File: config.mk
export PLATFORM = sky130hd
export DESIGN_NAME = u8c_step
export DESIGN_NICKNAME = d
export VERILOG_FILES = /design/src/rtl/u8c_pkg.sv /design/src/rtl/u8c_step.sv
export SDC_FILE = /design/constraint.sdc
export NUM_CORES = 1
export LEC_CHECK = 0
export ABC_AREA = 1
export BUFFER_PORTS_ARGS = -buffer_cell sky130_fd_sc_hd__buf_4
export CORE_UTILIZATION = 45
export DETAILED_ROUTE_END_ITERATION = 7
export PLACE_DENSITY = 0.83
export SYNTH_ARGS = -nofsm -noshare
export SYNTH_HDL_FRONTEND = slang
export SYNTH_SLANG_ARGS = --single-unit
File: constraint.sdc
create_clock -name vclk -period 3.2
set_input_delay 0.8 -clock vclk [all_inputs]
set_output_delay 0.8 -clock vclk [all_outputs]
set_load 0.1 [all_outputs]
File: src/rtl/u8c_pkg.sv
package u8c_pkg;

	// allowed range of the next continuation byte
	typedef enum logic [2:0] {
		CLS_NORM = 3'd0,	// 0x80..0xbf
		CLS_A0BF = 3'd1,	// after 0xe0
		CLS_809F = 3'd2,	// after 0xed
		CLS_90BF = 3'd3,	// after 0xf0
		CLS_808F = 3'd4		// after 0xf4
	} cls_t;

	localparam int unsigned CP_W = 21;

	// per-string decoder state
	typedef struct packed {
		logic            err;
		logic [CP_W-1:0] cp;
		cls_t            cls;
		logic [1:0]      pending;
	} dec_state_t;

endpackage

File: src/rtl/u8c_step.sv
module u8c_step (
	input  logic                  token_mode,
	input  logic [7:0]            text_byte,
	input  u8c_pkg::dec_state_t   st,
	output u8c_pkg::dec_state_t   nxt
);

	localparam logic [7:0] LEAD2_MIN = 8'hc2;
	localparam logic [7:0] LEAD2_MAX = 8'hdf;
	localparam logic [7:0] LEAD3_E0  = 8'he0;
	localparam logic [7:0] LEAD3_ED  = 8'hed;
	localparam logic [7:0] LEAD4_F0  = 8'hf0;
	localparam logic [7:0] LEAD4_F4  = 8'hf4;
	localparam logic [7:0] CONT_A0   = 8'ha0;
	localparam logic [7:0] CONT_9F   = 8'h9f;
	localparam logic [7:0] CONT_90   = 8'h90;
	localparam logic [7:0] CONT_8F   = 8'h8f;
	localparam logic [7:0] CONT_BF   = 8'hbf;
	localparam logic [7:0] CONT_80   = 8'h80;

	// code point allowed on a single line
	function automatic logic line_safe(input logic [u8c_pkg::CP_W-1:0] cp);
		logic ok;
		ok = 1'b1;
		if (cp <= 21'h1f) ok = 1'b0;
		if (cp >= 21'h7f && cp <= 21'h9f) ok = 1'b0;
		if (cp == 21'h2028 || cp == 21'h2029) ok = 1'b0;
		return ok;
	endfunction

	// ascii whitespace: space, tab, lf, vt, ff, cr
	function automatic logic is_space(input logic [7:0] b);
		return (b == 8'h20) || (b >= 8'h09 && b <= 8'h0d);
	endfunction

	logic                     cls_hit;
	logic [u8c_pkg::CP_W-1:0] cp_cont;

	// continuation byte range check
	always_comb begin
		unique case (st.cls)
			u8c_pkg::CLS_A0BF: cls_hit = (text_byte >= CONT_A0) && (text_byte <= CONT_BF);
			u8c_pkg::CLS_809F: cls_hit = (text_byte >= CONT_80) && (text_byte <= CONT_9F);
			u8c_pkg::CLS_90BF: cls_hit = (text_byte >= CONT_90) && (text_byte <= CONT_BF);
			u8c_pkg::CLS_808F: cls_hit = (text_byte >= CONT_80) && (text_byte <= CONT_8F);
			default:           cls_hit = (text_byte >= CONT_80) && (text_byte <= CONT_BF);
		endcase
	end

	assign cp_cont = {st.cp[u8c_pkg::CP_W-7:0], text_byte[5:0]};

	// one byte of the utf-8 decode
	always_comb begin
		nxt = st;
		if (!st.err) begin
			if (st.pending == 2'd0) begin
				if (!text_byte[7]) begin
					if (!line_safe({13'd0, text_byte}) || (token_mode && is_space(text_byte)))
						nxt.err = 1'b1;
				end else if (text_byte >= LEAD2_MIN && text_byte <= LEAD2_MAX) begin
					nxt.pending = 2'd1;
					nxt.cls     = u8c_pkg::CLS_NORM;
					nxt.cp      = {16'd0, text_byte[4:0]};
				end else if (text_byte[7:4] == 4'he) begin
					nxt.pending = 2'd2;
					if (text_byte == LEAD3_E0)      nxt.cls = u8c_pkg::CLS_A0BF;
					else if (text_byte == LEAD3_ED) nxt.cls = u8c_pkg::CLS_809F;
					else                            nxt.cls = u8c_pkg::CLS_NORM;
					nxt.cp      = {17'd0, text_byte[3:0]};
				end else if (text_byte >= LEAD4_F0 && text_byte <= LEAD4_F4) begin
					nxt.pending = 2'd3;
					if (text_byte == LEAD4_F0)      nxt.cls = u8c_pkg::CLS_90BF;
					else if (text_byte == LEAD4_F4) nxt.cls = u8c_pkg::CLS_808F;
					else                            nxt.cls = u8c_pkg::CLS_NORM;
					nxt.cp      = {18'd0, text_byte[2:0]};
				end else begin
					nxt.err = 1'b1;
				end
			end else if (!cls_hit) begin
				nxt.err = 1'b1;
			end else begin
				nxt.cls     = u8c_pkg::CLS_NORM;
				nxt.cp      = cp_cont;
				nxt.pending = st.pending - 2'd1;
				if (st.pending == 2'd1 && !line_safe(cp_cont))
					nxt.err = 1'b1;
			end
		end
	end

endmodule

After elaboration in Yosys (flattened, before gate mapping)
Cells that the tools add are included.
Widths: inputs -> output; s select.
{"block": "totals", "reg_bits": 0, "wordCells": 80, "output_inout_bits": 27, "inputBits": 36}
{"block": "op_classes", "add_sub_neg": 1, "reduce_logical": 18, "order_cmp": 18, "mux": 30, "eq_ne": 13}
{"operator": "$mux 26", "count": 5}
{"operator": "$mux 27", "count": 2}
{"operator": "$le 8x8->1 const B", "count": 6}
{"operator": "$eq 21x14->1 const B", "count": 2}
{"operator": "$ge 8x8->1 const B", "count": 5}
{"operator": "$eq 8x8->1 const B", "count": 4}
{"operator": "$ge 21x7->1 const B", "count": 1}
{"operator": "$le 21x5->1 const B", "count": 1}
{"operator": "$le 21x8->1 const B", "count": 1}
{"operator": "$mux 1", "count": 18}
{"operator": "$logic_and 1x1->1", "count": 12}
{"operator": "$eq 8x6->1 const B", "count": 1}
{"operator": "$ge 8x4->1 const B", "count": 1}
{"operator": "$ge 8x7->1 const B", "count": 1}
{"operator": "$le 8x4->1 const B", "count": 1}
{"operator": "$le 8x5->1 const B", "count": 1}
{"operator": "$eq 3x2->1 const B", "count": 2}
{"operator": "$mux 3", "count": 2}
{"operator": "$eq 4x4->1 const B", "count": 1}
{"operator": "$mux 2", "count": 2}
{"operator": "$pmux 1 s4", "count": 1}
{"operator": "$eq 3x1->1 const B", "count": 1}
{"operator": "$eq 3x3->1 const B", "count": 1}
{"operator": "$logic_or 1x1->1", "count": 3}
{"operator": "4 further kinds", "count": 5}

Longest topological paths before layout
Gate-level depths: netlist of run 1.
{"block": "depth", "ltp_word": 13, "depth_mapped": 12, "depth_no_buf": 11}

Worst setup path after synthesis of run 1
No wires, ideal clock.
{"block": "synth_path", "path_kind": "input to output", "from": "input port st[26] in the netlist's numbering", "to": "output port nxt[4] in the netlist's numbering", "path_buffers": 1, "stages": 3, "slack_ns": -0.796, "t_required_ns": 2.400, "t_arrival_ns": 3.196, "cell_sequence": "inv_1 clkbuf_1 o21ai_0"}
{"item": "start, declared", "line": "u8c_step.sv:4", "text": "input u8c_pkg::dec_state_t st,"}
{"item": "end, declared", "line": "u8c_step.sv:5", "text": "output u8c_pkg::dec_state_t nxt"}

==> tab_implementation.tex, run 1 <==
\begin{tabular}{lr}
\hline
Metric & Value \\
\hline
\multicolumn{2}{l}{\textbf{Timing}} \\
\quad Time the worst path needs with I/O delays and setup & 3.07 ns \\
\quad Max\_slew headroom & 0.752 \\
\quad Total count of hold-check failures in the final report & 0 \\
\quad Count of pins over their slew limit & 0 \\
\quad Final setup viols & 0 \\
\quad Sum Neg Setup Slack & 0 ns \\
\quad Period utilisation layout & 0.960 \\
\quad Actual slew at the worst max-slew pin & 0.368 ns \\
\quad Fmax achieved & 0.326 GHz \\
\multicolumn{2}{l}{\textbf{Critical path}} \\
\quad Critical Path RT & 2.40 ns \\
\quad Data arrival time of the critical path & 2.27 ns \\
\quad Category of the most critical setup path & in2out \\
\quad Peak fanout along the critical path & 8 \\
\quad Startpoint kind of the worst setup timing path & input port \\
\quad Sort of element at the end of the critical path & output pin \\
\multicolumn{2}{l}{\textbf{Placed design}} \\
\quad HPWL after detailed placement & 2850 um \\
\quad Quantity of I/O buffers inserted on ports & 63 \\
\quad Gpl congestion & 0.950 \\
\quad Number of cells after detailed placement & 294 \\
\multicolumn{2}{l}{\textbf{Logic synthesis}} \\
\quad Cell taking the most area after synthesis & sky130\_fd\_sc\_hd\_\_nand2\_1 \\
\quad Fraction of the yosys area taken by sequential cells & 0 \\
\quad Top-area cell type share of the netlist area & 0.269 \\
\quad Post-synthesis average cell area & 5.14 um2 \\
\quad Net count after synthesis & 239 \\
\quad Largest cells by area after synthesis & sky130\_fd\_sc\_hd\_\_nand2\_1 (27\%), sky130\_fd\_sc\_hd\_\_o21ai\_2 (10\%), sky130\_fd\_sc\_hd\_\_inv\_1 (9.1\%) \\
\quad Ys Warns & 0 \\
\quad Number of instances in the synthesized netlist & 201 \\
\quad Number of unique standard cell types used by synthesis & 29 \\
\quad Area of the mapped netlist & 1030 um2 \\
\multicolumn{2}{l}{\textbf{Global route}} \\
\quad Overall routing resource usage & 0.278 \\
\quad Number of antenna violations at the first check in global routing & 0 \\
\quad Via count of the first global-routing pass & 1320 \\
\quad Wire length of the first global-routing pass & 5650 um \\
\quad Overflow left after global routing & 0 \\
\quad Largest net degree at the start of global routing & 16 \\
\multicolumn{2}{l}{\textbf{Route}} \\
\quad Vias after detailed routing & 1542 \\
\quad Total iterations of the first detailed-routing run & 4 \\
\quad Aggregate routed wire length & 3510 um \\
\quad Routed via count divided by cell count & 5.21 \\
\quad Antenna Nets Post-Route & 0 \\
\quad DRC violation count after routing & 0 \\
\quad WL per Instance & 11.8 um \\
\quad Initial drt markers & 45 \\
\multicolumn{2}{l}{\textbf{Cells and area}} \\
\quad Final core utilization & 0.819 \\
\quad Final non-filler cell total & 296 \\
\quad Share of post-route cells with drive strength above 1 & 0.428 \\
\quad Sequential cell area & 0 um2 \\
\quad Final net count & 309 \\
\quad Relative area change from synthesis to final layout & 63.5\% \\
\quad Number of antenna repair diodes & 0 \\
\quad Clock tree buffer count of the final layout & 0 \\
\quad Number of flip-flops and latches & 0 \\
\multicolumn{2}{l}{\textbf{Floorplan}} \\
\quad Floorplan die height & 49.9 um \\
\quad Area of the core & 2060 um2 \\
\quad Die extent in x & 49.9 um \\
\quad Rows & 16 \\
\quad Effective utilization at floorplan & 0.501 \\
\quad Number of top-level design ports & 63 \\
\quad Die Footprint & 2490 um2 \\
\multicolumn{2}{l}{\textbf{Run status}} \\
\quad Outcome & finished clean \\
\multicolumn{2}{l}{\textbf{Power}} \\
\quad Max IR drop VDD & 0.245 mV \\
\quad Pwr dens & 274 nW/um2 \\
\quad Leakage power & 0.922 nW \\
\multicolumn{2}{l}{\textbf{Flow run}} \\
\quad Max-Cap Viols & 0 \\
\multicolumn{2}{l}{\textbf{CTS}} \\
\quad Number of buffers added to fix hold violations after cts & 0 \\
\multicolumn{2}{l}{\textbf{Worst hold path}} \\
\quad Hold Path Class & in2out \\
\hline
\end{tabular}
-- where the power goes --
group	internal, mW	leakage (nW)	switching (mW)	total (mW)
registers	0	0	0	0
logic	0.125	0.922	0.338	0.463
clock network	0	0	0	0
-- critical path, cell delays in order --
cell and delay, ns:
sky130_fd_sc_hd__buf_4 0.14, sky130_fd_sc_hd__nor2_2 0.13, sky130_fd_sc_hd__nand2_1 0.09, sky130_fd_sc_hd__nand2_2 0.10
sky130_fd_sc_hd__nand2_2 0.08, sky130_fd_sc_hd__inv_2 0.06, sky130_fd_sc_hd__nand3_2 0.13, sky130_fd_sc_hd__nand3_4 0.17
sky130_fd_sc_hd__buf_4 0.16, sky130_fd_sc_hd__nand2_1 0.07, sky130_fd_sc_hd__nand2_1 0.10, sky130_fd_sc_hd__buf_6 0.23
-- cells in the mapped netlist (all sizes together) --
master / number
nand2: 83
inv: 30
o21ai: 22
nor2: 19
nand3: 14
nand4: 13
a21oi: 7
buf: 3
clkbuf: 3
ha: 2
nor3: 2
nand3b: 1
o2111ai: 1
or2: 1
-- per-layer routing --
| metal | GRT usage | vias to the layer above | part of all wire |
|---|---|---|---|
| met1 | 0.374 | 695 | 0.44 |
| met5 | 0 | - | 0 |
| met2 | 0.498 | 57 | 0.50 |
| met3 | 0.0154 | 2 | 0.057 |
| met4 | 0.0238 | 0 | 0.0040 |
| li1 | - | 788 | - |
-- path summary, 6_finish.rpt --
check                        start  slack [ns]  depth (start not counted)       to
worst max-delay path  text_byte[2]        0.13                         12  nxt[22]
worst min-delay path        st[24]        1.99                          4  nxt[24]
-- logic make-up (layout without fill, tap and decap cells) --
group | after synthesis | in the layout | share of synthesized area
adders and majority gates | 2 | 2 | 0.0242
buffers and inverters | 36 | 104 | 0.144
and+or+nand+nor | 133 | 133 | 0.639
AOI/OAI and AO/OA | 30 | 30 | 0.193
-- placed cells by master, fill, tap and decap left out --
master	count
sky130_fd_sc_hd__nand4_1	12
sky130_fd_sc_hd__buf_4	66
sky130_fd_sc_hd__o2111ai_1	1
sky130_fd_sc_hd__nand3b_1	1
sky130_fd_sc_hd__nor2_2	2
sky130_fd_sc_hd__o21ai_2	12
sky130_fd_sc_hd__inv_1	25
sky130_fd_sc_hd__nand2_4	1
sky130_fd_sc_hd__nor3_4	1
sky130_fd_sc_hd__nand3_1	11
sky130_fd_sc_hd__nor2_4	2
sky130_fd_sc_hd__o21ai_0	7
sky130_fd_sc_hd__nor2_1	14
sky130_fd_sc_hd__inv_2	5
sky130_fd_sc_hd__o21ai_4	3
sky130_fd_sc_hd__buf_6	5
sky130_fd_sc_hd__nor2_8	1
sky130_fd_sc_hd__nand2_1	73
sky130_fd_sc_hd__nand2_2	9
sky130_fd_sc_hd__a21oi_1	7
sky130_fd_sc_hd__nor3_1	1
sky130_fd_sc_hd__buf_12	3
sky130_fd_sc_hd__nand3_2	1
sky130_fd_sc_hd__nand4_2	1
sky130_fd_sc_hd__nand3_4	2
sky130_fd_sc_hd__ha_1	2
sky130_fd_sc_hd__or2_2	1
-- what timing repair did --
| action | CTS | global route |
|---|---|---|
| endpoints found under the setup margin | 0 | 6 |
| gates resized for setup | 0 | 10 |
| endpoints found under the hold margin | 0 | 0 |
| buffers inserted | 0 | 2 |
-- area by class of cell --
cell class         instances  area, um2
multi-input cells        165        930
repair buffers            74        612
fillers                  157        374
inverters                 30        113
well taps                 27       33.8
-- metrics by stage --
stage               hold slack (ns)  worst slack (ns)  cell area, um2  total power [mW]
global placement               2.02             0.118            1620             0.445
detailed placement             2.02            0.0959            1620             0.446
CTS                            2.02            0.0914            1620             0.447
floorplan                      1.86           -0.0229            1070             0.331
finish                         1.99             0.129            1690             0.463
global route                   2.02          -0.00912            1690             0.486
Note: power is estimated with default switching activity, not from simulation.
==> inputs of run 2 (changes only) <==
- CORE_MARGIN: unset -> 2
==> tab_implementation.tex, run 2 (synthesis results as in run 1) <==
\begin{tabular}{lr}
\hline
Metric & Value \\
\hline
\multicolumn{2}{l}{\textbf{Timing}} \\
\quad Actual slew at the worst max-slew pin & 0.466 ns (+0.0975 ns) \\
\quad Period utilisation layout & 0.966 (+0.00649) \\
\quad Total count of hold-check failures in the final report & 0 (unchanged) \\
\quad Max\_slew headroom & 0.686 (-0.0657) \\
\quad Final setup viols & 0 (unchanged) \\
\quad Fmax achieved & 0.323 GHz (-0.67\%) \\
\quad Final setup slack of the worst path & 0.108 ns (-0.0208 ns) \\
\quad Count of pins over their slew limit & 0 (unchanged) \\
\quad Sum Neg Setup Slack & 0 ns (unchanged) \\
\quad Time the worst path needs with I/O delays and setup & 3.09 ns (+0.0208 ns) \\
\quad RSZ-0062 raised after global routing & false \\
\quad Final worst hold slack & 2.02 ns (+0.0257 ns) \\
\multicolumn{2}{l}{\textbf{Route}} \\
\quad Antenna Nets Post-Route & 0 (unchanged) \\
\quad Initial drt markers & 58 (+29\%) \\
\quad Routed via count divided by cell count & 5.12 (-1.8\%) \\
\quad Total iterations of the first detailed-routing run & 4 (unchanged) \\
\quad Aggregate routed wire length & 3430 um (-2.3\%) \\
\quad DRC violation count after routing & 0 (unchanged) \\
\quad WL per Instance & 11.6 um (-1.6\%) \\
\quad Vias after detailed routing & 1504 (-2.5\%) \\
\multicolumn{2}{l}{\textbf{Global route}} \\
\quad Largest net degree at the start of global routing & 16 (unchanged) \\
\quad Number of antenna violations at the first check in global routing & 0 (unchanged) \\
\quad Via count of the first global-routing pass & 1253 (-5.1\%) \\
\quad Overflow left after global routing & 0 (unchanged) \\
\quad Overall routing resource usage & 0.254 (-0.0244) \\
\quad Wire length of the first global-routing pass & 5440 um (-3.8\%) \\
\multicolumn{2}{l}{\textbf{Cells and area}} \\
\quad Most common library cell in the layout ignoring fill and taps & sky130\_fd\_sc\_hd\_\_nand2\_1 \\
\quad Highest-count cells in the layout ignoring fill and taps & sky130\_fd\_sc\_hd\_\_nand2\_1 (73), sky130\_fd\_sc\_hd\_\_buf\_4 (70), sky130\_fd\_sc\_hd\_\_inv\_1 (25), sky130\_fd\_sc\_hd\_\_nor2\_1 (15) \\
\quad Number of inserted filler cells in the final layout & 199 (+27\%) \\
\quad Final net count & 306 (-0.97\%) \\
\quad Sequential cell area & 0 um2 (unchanged) \\
\quad Share of post-route cells with drive strength above 1 & 0.417 (-0.0102) \\
\quad Final non-filler cell total & 294 (-0.68\%) \\
\quad Number of antenna repair diodes & 0 (unchanged) \\
\quad Clock tree buffer count of the final layout & 0 (unchanged) \\
\quad Number of flip-flops and latches & 0 (unchanged) \\
\quad Relative area change from synthesis to final layout & 56.1\% \\
\multicolumn{2}{l}{\textbf{Power}} \\
\quad Switching share of power & 0.747 (+0.0164) \\
\quad Internal power consumption & 113 uW (-9.4\%) \\
\quad Max IR drop VDD & 0.206 mV (-16\%) \\
\quad Net load switching power & 333 uW (-1.4\%) \\
\quad Flop pwr share & 0 (unchanged) \\
\quad Leakage power & 0.890 nW (-3.5\%) \\
\quad Overall power of the completed layout & 447 uW (-3.6\%) \\
\quad Power share of the combinational group & 1.000 (about the same) \\
\quad Pwr dens & 277 nW/um2 (+1.0\%) \\
\quad Share of power burned in the clock network & 0 (unchanged) \\
\multicolumn{2}{l}{\textbf{Placed design}} \\
\quad HPWL after detailed placement & 2890 um (+1.3\%) \\
\quad Setup slack after placement & 0.0605 ns (-0.0354 ns) \\
\quad Number of cells after detailed placement & 294 (unchanged) \\
\quad Gpl congestion & 0.990 (+4.1\%) \\
\quad Quantity of I/O buffers inserted on ports & 63 (unchanged) \\
\multicolumn{2}{l}{\textbf{Flow run}} \\
\quad Max-Cap Viols & 0 (unchanged) \\
\multicolumn{2}{l}{\textbf{Run status}} \\
\quad Outcome & finished clean \\
\multicolumn{2}{l}{\textbf{Floorplan}} \\
\quad Number of top-level design ports & 63 (unchanged) \\
\quad Area of the core & 2190 um2 (+6.2\%) \\
\quad Die extent in x & 51.9 um (+4.0\%) \\
\quad Effective utilization at floorplan & 0.471 (-0.0294) \\
\quad Floorplan die height & 51.9 um (+4.0\%) \\
\quad Die Footprint & 2690 um2 (+8.2\%) \\
\quad Rows & 17 (+1) \\
\multicolumn{2}{l}{\textbf{CTS}} \\
\quad Setup Fix Bufs, Post-CTS & 0 (unchanged) \\
\multicolumn{2}{l}{\textbf{Critical path}} \\
\quad Sort of element at the end of the critical path & output pin \\
\quad Startpoint kind of the worst setup timing path & input port \\
\quad Critical Path RT & 2.40 ns (about the same) \\
\quad Category of the most critical setup path & in2out \\
\quad Data arrival time of the critical path & 2.29 ns (+0.02 ns) \\
\quad Peak fanout along the critical path & 10 (+2) \\
\multicolumn{2}{l}{\textbf{Worst hold path}} \\
\quad Hold Path Class & in2out \\
\hline
\end{tabular}
run 2: cell count changes in the layout (fill, tap and decap cells not counted), sizes merged:
| cell | before | now |
|---|---|---|
| buf | 74 | 71 |
run 2: cell type report:
class	count	area [um2]	share of cell area
inverters	30	113	0.0699
repair buffers	71	537	0.333
multi-input cells	165	927	0.575
well taps	28	35.0	0.0217
run 2: repair_timing:
item / CTS / global route
hold buffers: 0 / 0
setup endpoints to repair: 0 / 3
gates resized for setup: 0 / 2
run 2: routing by layer:
layer	global-route usage	wire (um)	up-vias	share of wire
met3	0.0144	264	6	0.077
met4	0.0219	41	0	0.012
met2	0.479	1630	60	0.48
met1	0.323	1490	654	0.44
met5	0	0	-	0
li1	-	-	784	-
run 2: worst max-delay path: stages:
cell and delay [ns]:
sky130_fd_sc_hd__buf_4 0.14, sky130_fd_sc_hd__nor2_1 0.17, sky130_fd_sc_hd__nand2_1 0.09, sky130_fd_sc_hd__nand2_2 0.11
sky130_fd_sc_hd__nand2_2 0.08, sky130_fd_sc_hd__inv_2 0.06, sky130_fd_sc_hd__nand3_2 0.09, sky130_fd_sc_hd__buf_4 0.16
sky130_fd_sc_hd__nand2_4 0.08, sky130_fd_sc_hd__nor2_8 0.07, sky130_fd_sc_hd__o21ai_2 0.12, sky130_fd_sc_hd__buf_4 0.31
run 2: power by group through the flow:
stage	Combinational, mW	Clock [mW]	Sequential, mW
final	0.447	0	0
after global routing	0.469	0	0
after floorplan	0.331	0	0
after detailed placement	0.443	0	0
after global placement	0.442	0	0
after CTS	0.444	0	0
run 2: worst paths after layout:
check / startpoint / end / slack [ns] / depth (start not counted)
setup / recovery: text_byte[2] / nxt[19] / 0.11 / 12
hold / removal: st[1] / nxt[1] / 2.02 / 4
run 2: through the flow:
step	area, um2	util
2_1_floorplan	1070	-
3_3_place_gp	1600	0.730
3_5_place_dp	1600	0.730
4_1_cts	1600	0.730
5_1_grt	1610	0.736
6_report	1610	0.736
==> inputs of run 3 (changes only) <==
- CORE_UTILIZATION: 45 -> 50
- PLACE_DENSITY: 0.83 -> 0.91
==> tab_implementation.tex, run 3 (synthesis results as in run 1) <==
\begin{tabular}{lr}
\hline
Metric & Value \\
\hline
\multicolumn{2}{l}{\textbf{Timing}} \\
\quad Total count of hold-check failures in the final report & 0 (unchanged) \\
\quad Period utilisation layout & 0.969 (+0.00270) \\
\quad Max\_slew headroom & 0.746 (+0.0601) \\
\quad Final setup viols & 0 (unchanged) \\
\quad Count of pins over their slew limit & 0 (unchanged) \\
\quad RSZ-0062 raised after global routing & true \\
\quad Fmax achieved & 0.323 GHz (-0.28\%) \\
\quad Actual slew at the worst max-slew pin & 0.377 ns (-0.0892 ns) \\
\quad Time the worst path needs with I/O delays and setup & 3.10 ns (+0.00864 ns) \\
\multicolumn{2}{l}{\textbf{Critical path}} \\
\quad Category of the most critical setup path & in2out \\
\quad Peak fanout along the critical path & 10 (unchanged) \\
\quad Largest incremental delay on the critical path & 0.23 ns (-0.08 ns) \\
\quad Top cell by count, worst path & sky130\_fd\_sc\_hd\_\_buf\_4 \\
\quad Worst path slowest cell & sky130\_fd\_sc\_hd\_\_buf\_4 \\
\quad Critical Path RT & 2.40 ns (about the same) \\
\quad Origin of the worst setup path & text\_byte[1] \\
\quad Critical path's top delay family & simple AND/OR/NAND/NOR gates \\
\quad Sort of element at the end of the critical path & output pin \\
\quad Worst Path Buf+Inv & 4 (unchanged) \\
\quad Data arrival time of the critical path & 2.30 ns (about the same) \\
\quad Startpoint kind of the worst setup timing path & input port \\
\quad Worst path cell trace & buf\_4 > inv\_1 > nand2\_1 > a21oi\_1 > nand2\_1 > nand3\_2 > buf\_4 > nand2\_4 > nor2\_8 > o21ai\_2 > buf\_4 \\
\multicolumn{2}{l}{\textbf{Placed design}} \\
\quad Number of cells after detailed placement & 293 (-0.34\%) \\
\quad Quantity of I/O buffers inserted on ports & 63 (unchanged) \\
\quad Gpl congestion & 0.918 (-7.2\%) \\
\quad HPWL after detailed placement & 2920 um (+0.98\%) \\
\quad Placed cell areas & 1610 um2 (+0.70\%) \\
\multicolumn{2}{l}{\textbf{Floorplan}} \\
\quad Floorplan die height & 49.4 um (-4.7\%) \\
\quad Die Footprint & 2440 um2 (-9.3\%) \\
\quad Rows & 16 (-1) \\
\quad Effective utilization at floorplan & 0.526 (+0.0550) \\
\quad Number of top-level design ports & 63 (unchanged) \\
\quad Area of the core & 1960 um2 (-10\%) \\
\quad Die extent in x & 49.4 um (-4.7\%) \\
\multicolumn{2}{l}{\textbf{Cells and area}} \\
\quad Number of inserted filler cells in the final layout & 153 (-23\%) \\
\quad Relative area change from synthesis to final layout & 60.1\% \\
\quad Highest-count cells in the layout ignoring fill and taps & sky130\_fd\_sc\_hd\_\_nand2\_1 (73), sky130\_fd\_sc\_hd\_\_buf\_4 (61), sky130\_fd\_sc\_hd\_\_inv\_1 (25), sky130\_fd\_sc\_hd\_\_nor2\_1 (15) \\
\quad Share of post-route cells with drive strength above 1 & 0.417 (unchanged) \\
\quad Clock tree buffer count of the final layout & 0 (unchanged) \\
\quad Number of antenna repair diodes & 0 (unchanged) \\
\quad Final non-filler cell total & 293 (-0.34\%) \\
\quad Post-layout instance area & 1650 um2 (+2.6\%) \\
\quad Sequential cell area & 0 um2 (unchanged) \\
\quad Most common library cell in the layout ignoring fill and taps & sky130\_fd\_sc\_hd\_\_nand2\_1 \\
\quad Final net count & 306 (unchanged) \\
\quad Number of flip-flops and latches & 0 (unchanged) \\
\multicolumn{2}{l}{\textbf{Global route}} \\
\quad Wire length of the first global-routing pass & 5890 um (+8.2\%) \\
\quad Overflow left after global routing & 0 (unchanged) \\
\quad Overall routing resource usage & 0.291 (+0.0368) \\
\quad Number of antenna violations at the first check in global routing & 0 (unchanged) \\
\quad Largest net degree at the start of global routing & 16 (unchanged) \\
\quad Via count of the first global-routing pass & 1377 (+9.9\%) \\
\multicolumn{2}{l}{\textbf{Power}} \\
\quad Leakage power & 0.903 nW (+1.5\%) \\
\quad Pwr dens & 277 nW/um2 (about the same) \\
\quad Overall power of the completed layout & 458 uW (+2.6\%) \\
\quad Max IR drop VDD & 0.299 mV (+45\%) \\
\multicolumn{2}{l}{\textbf{Route}} \\
\quad DRC violation count after routing & 0 (unchanged) \\
\quad Initial drt markers & 39 (-33\%) \\
\quad Vias after detailed routing & 1554 (+3.3\%) \\
\quad Antenna Nets Post-Route & 0 (unchanged) \\
\quad Total iterations of the first detailed-routing run & 5 (+1) \\
\quad Routed via count divided by cell count & 5.30 (+3.7\%) \\
\quad WL per Instance & 12.1 um (+4.2\%) \\
\quad Aggregate routed wire length & 3560 um (+3.8\%) \\
\multicolumn{2}{l}{\textbf{Worst hold path}} \\
\quad Hold path startpoint & st[20] \\
\quad Hold Path Class & in2out \\
\multicolumn{2}{l}{\textbf{CTS}} \\
\quad Setup Fix Bufs, Post-CTS & 0 (unchanged) \\
\quad Number of buffers added to fix hold violations after cts & 0 (unchanged) \\
\quad Post-CTS resize count & 0 (unchanged) \\
\multicolumn{2}{l}{\textbf{Run status}} \\
\quad Outcome & finished clean \\
\multicolumn{2}{l}{\textbf{Flow run}} \\
\quad Max-Cap Viols & 0 (unchanged) \\
\hline
\end{tabular}
## run 3: cell counts in the layout (fill, tap and decap cells not counted)
No cell type changed its count.
## run 3: per-layer routing
| metal | GRT usage | wire length (um) |
|---|---|---|
| met3 | 0.00613 | 216 |
| met2 | 0.523 | 1820 |
| met4 | 0.0185 | 0 |
| met5 | 0 | 0 |
| met1 | 0.402 | 1520 |
## run 3: worst paths after layout
path / endpoint / slack [ns] / cells past startpoint
worst max-delay path: nxt[14] / 0.1 / 11
worst min-delay path: nxt[20] / 1.99 / 4
## run 3: cell type report
class / instances / area (um2) / share of cell area
inverters: 30 / 113 / 0.0681
multi-input cells: 165 / 927 / 0.561
well taps: 27 / 33.8 / 0.0204
repair buffers: 71 / 579 / 0.350
## run 3: metrics by stage
stage	utilization	hold WS [ns]	setup TNS, ns	worst slack (ns)
finish	0.842	1.99	0	0.0996
CTS	0.821	2.02	0	0.0825
global route	0.842	2.02	-0.0361	-0.0127
global placement	0.821	2.02	0	0.127
detailed placement	0.821	2.02	0	0.0837
floorplan	-	1.86	-0.229	-0.0229
## run 3: power by group
| part | leakage (nW) | internal [mW] | switching [mW] |
|---|---|---|---|
| sequential | 0 | 0 | 0 |
| clock | 0 | 0 | 0 |
| combinational | 0.903 | 0.121 | 0.338 |
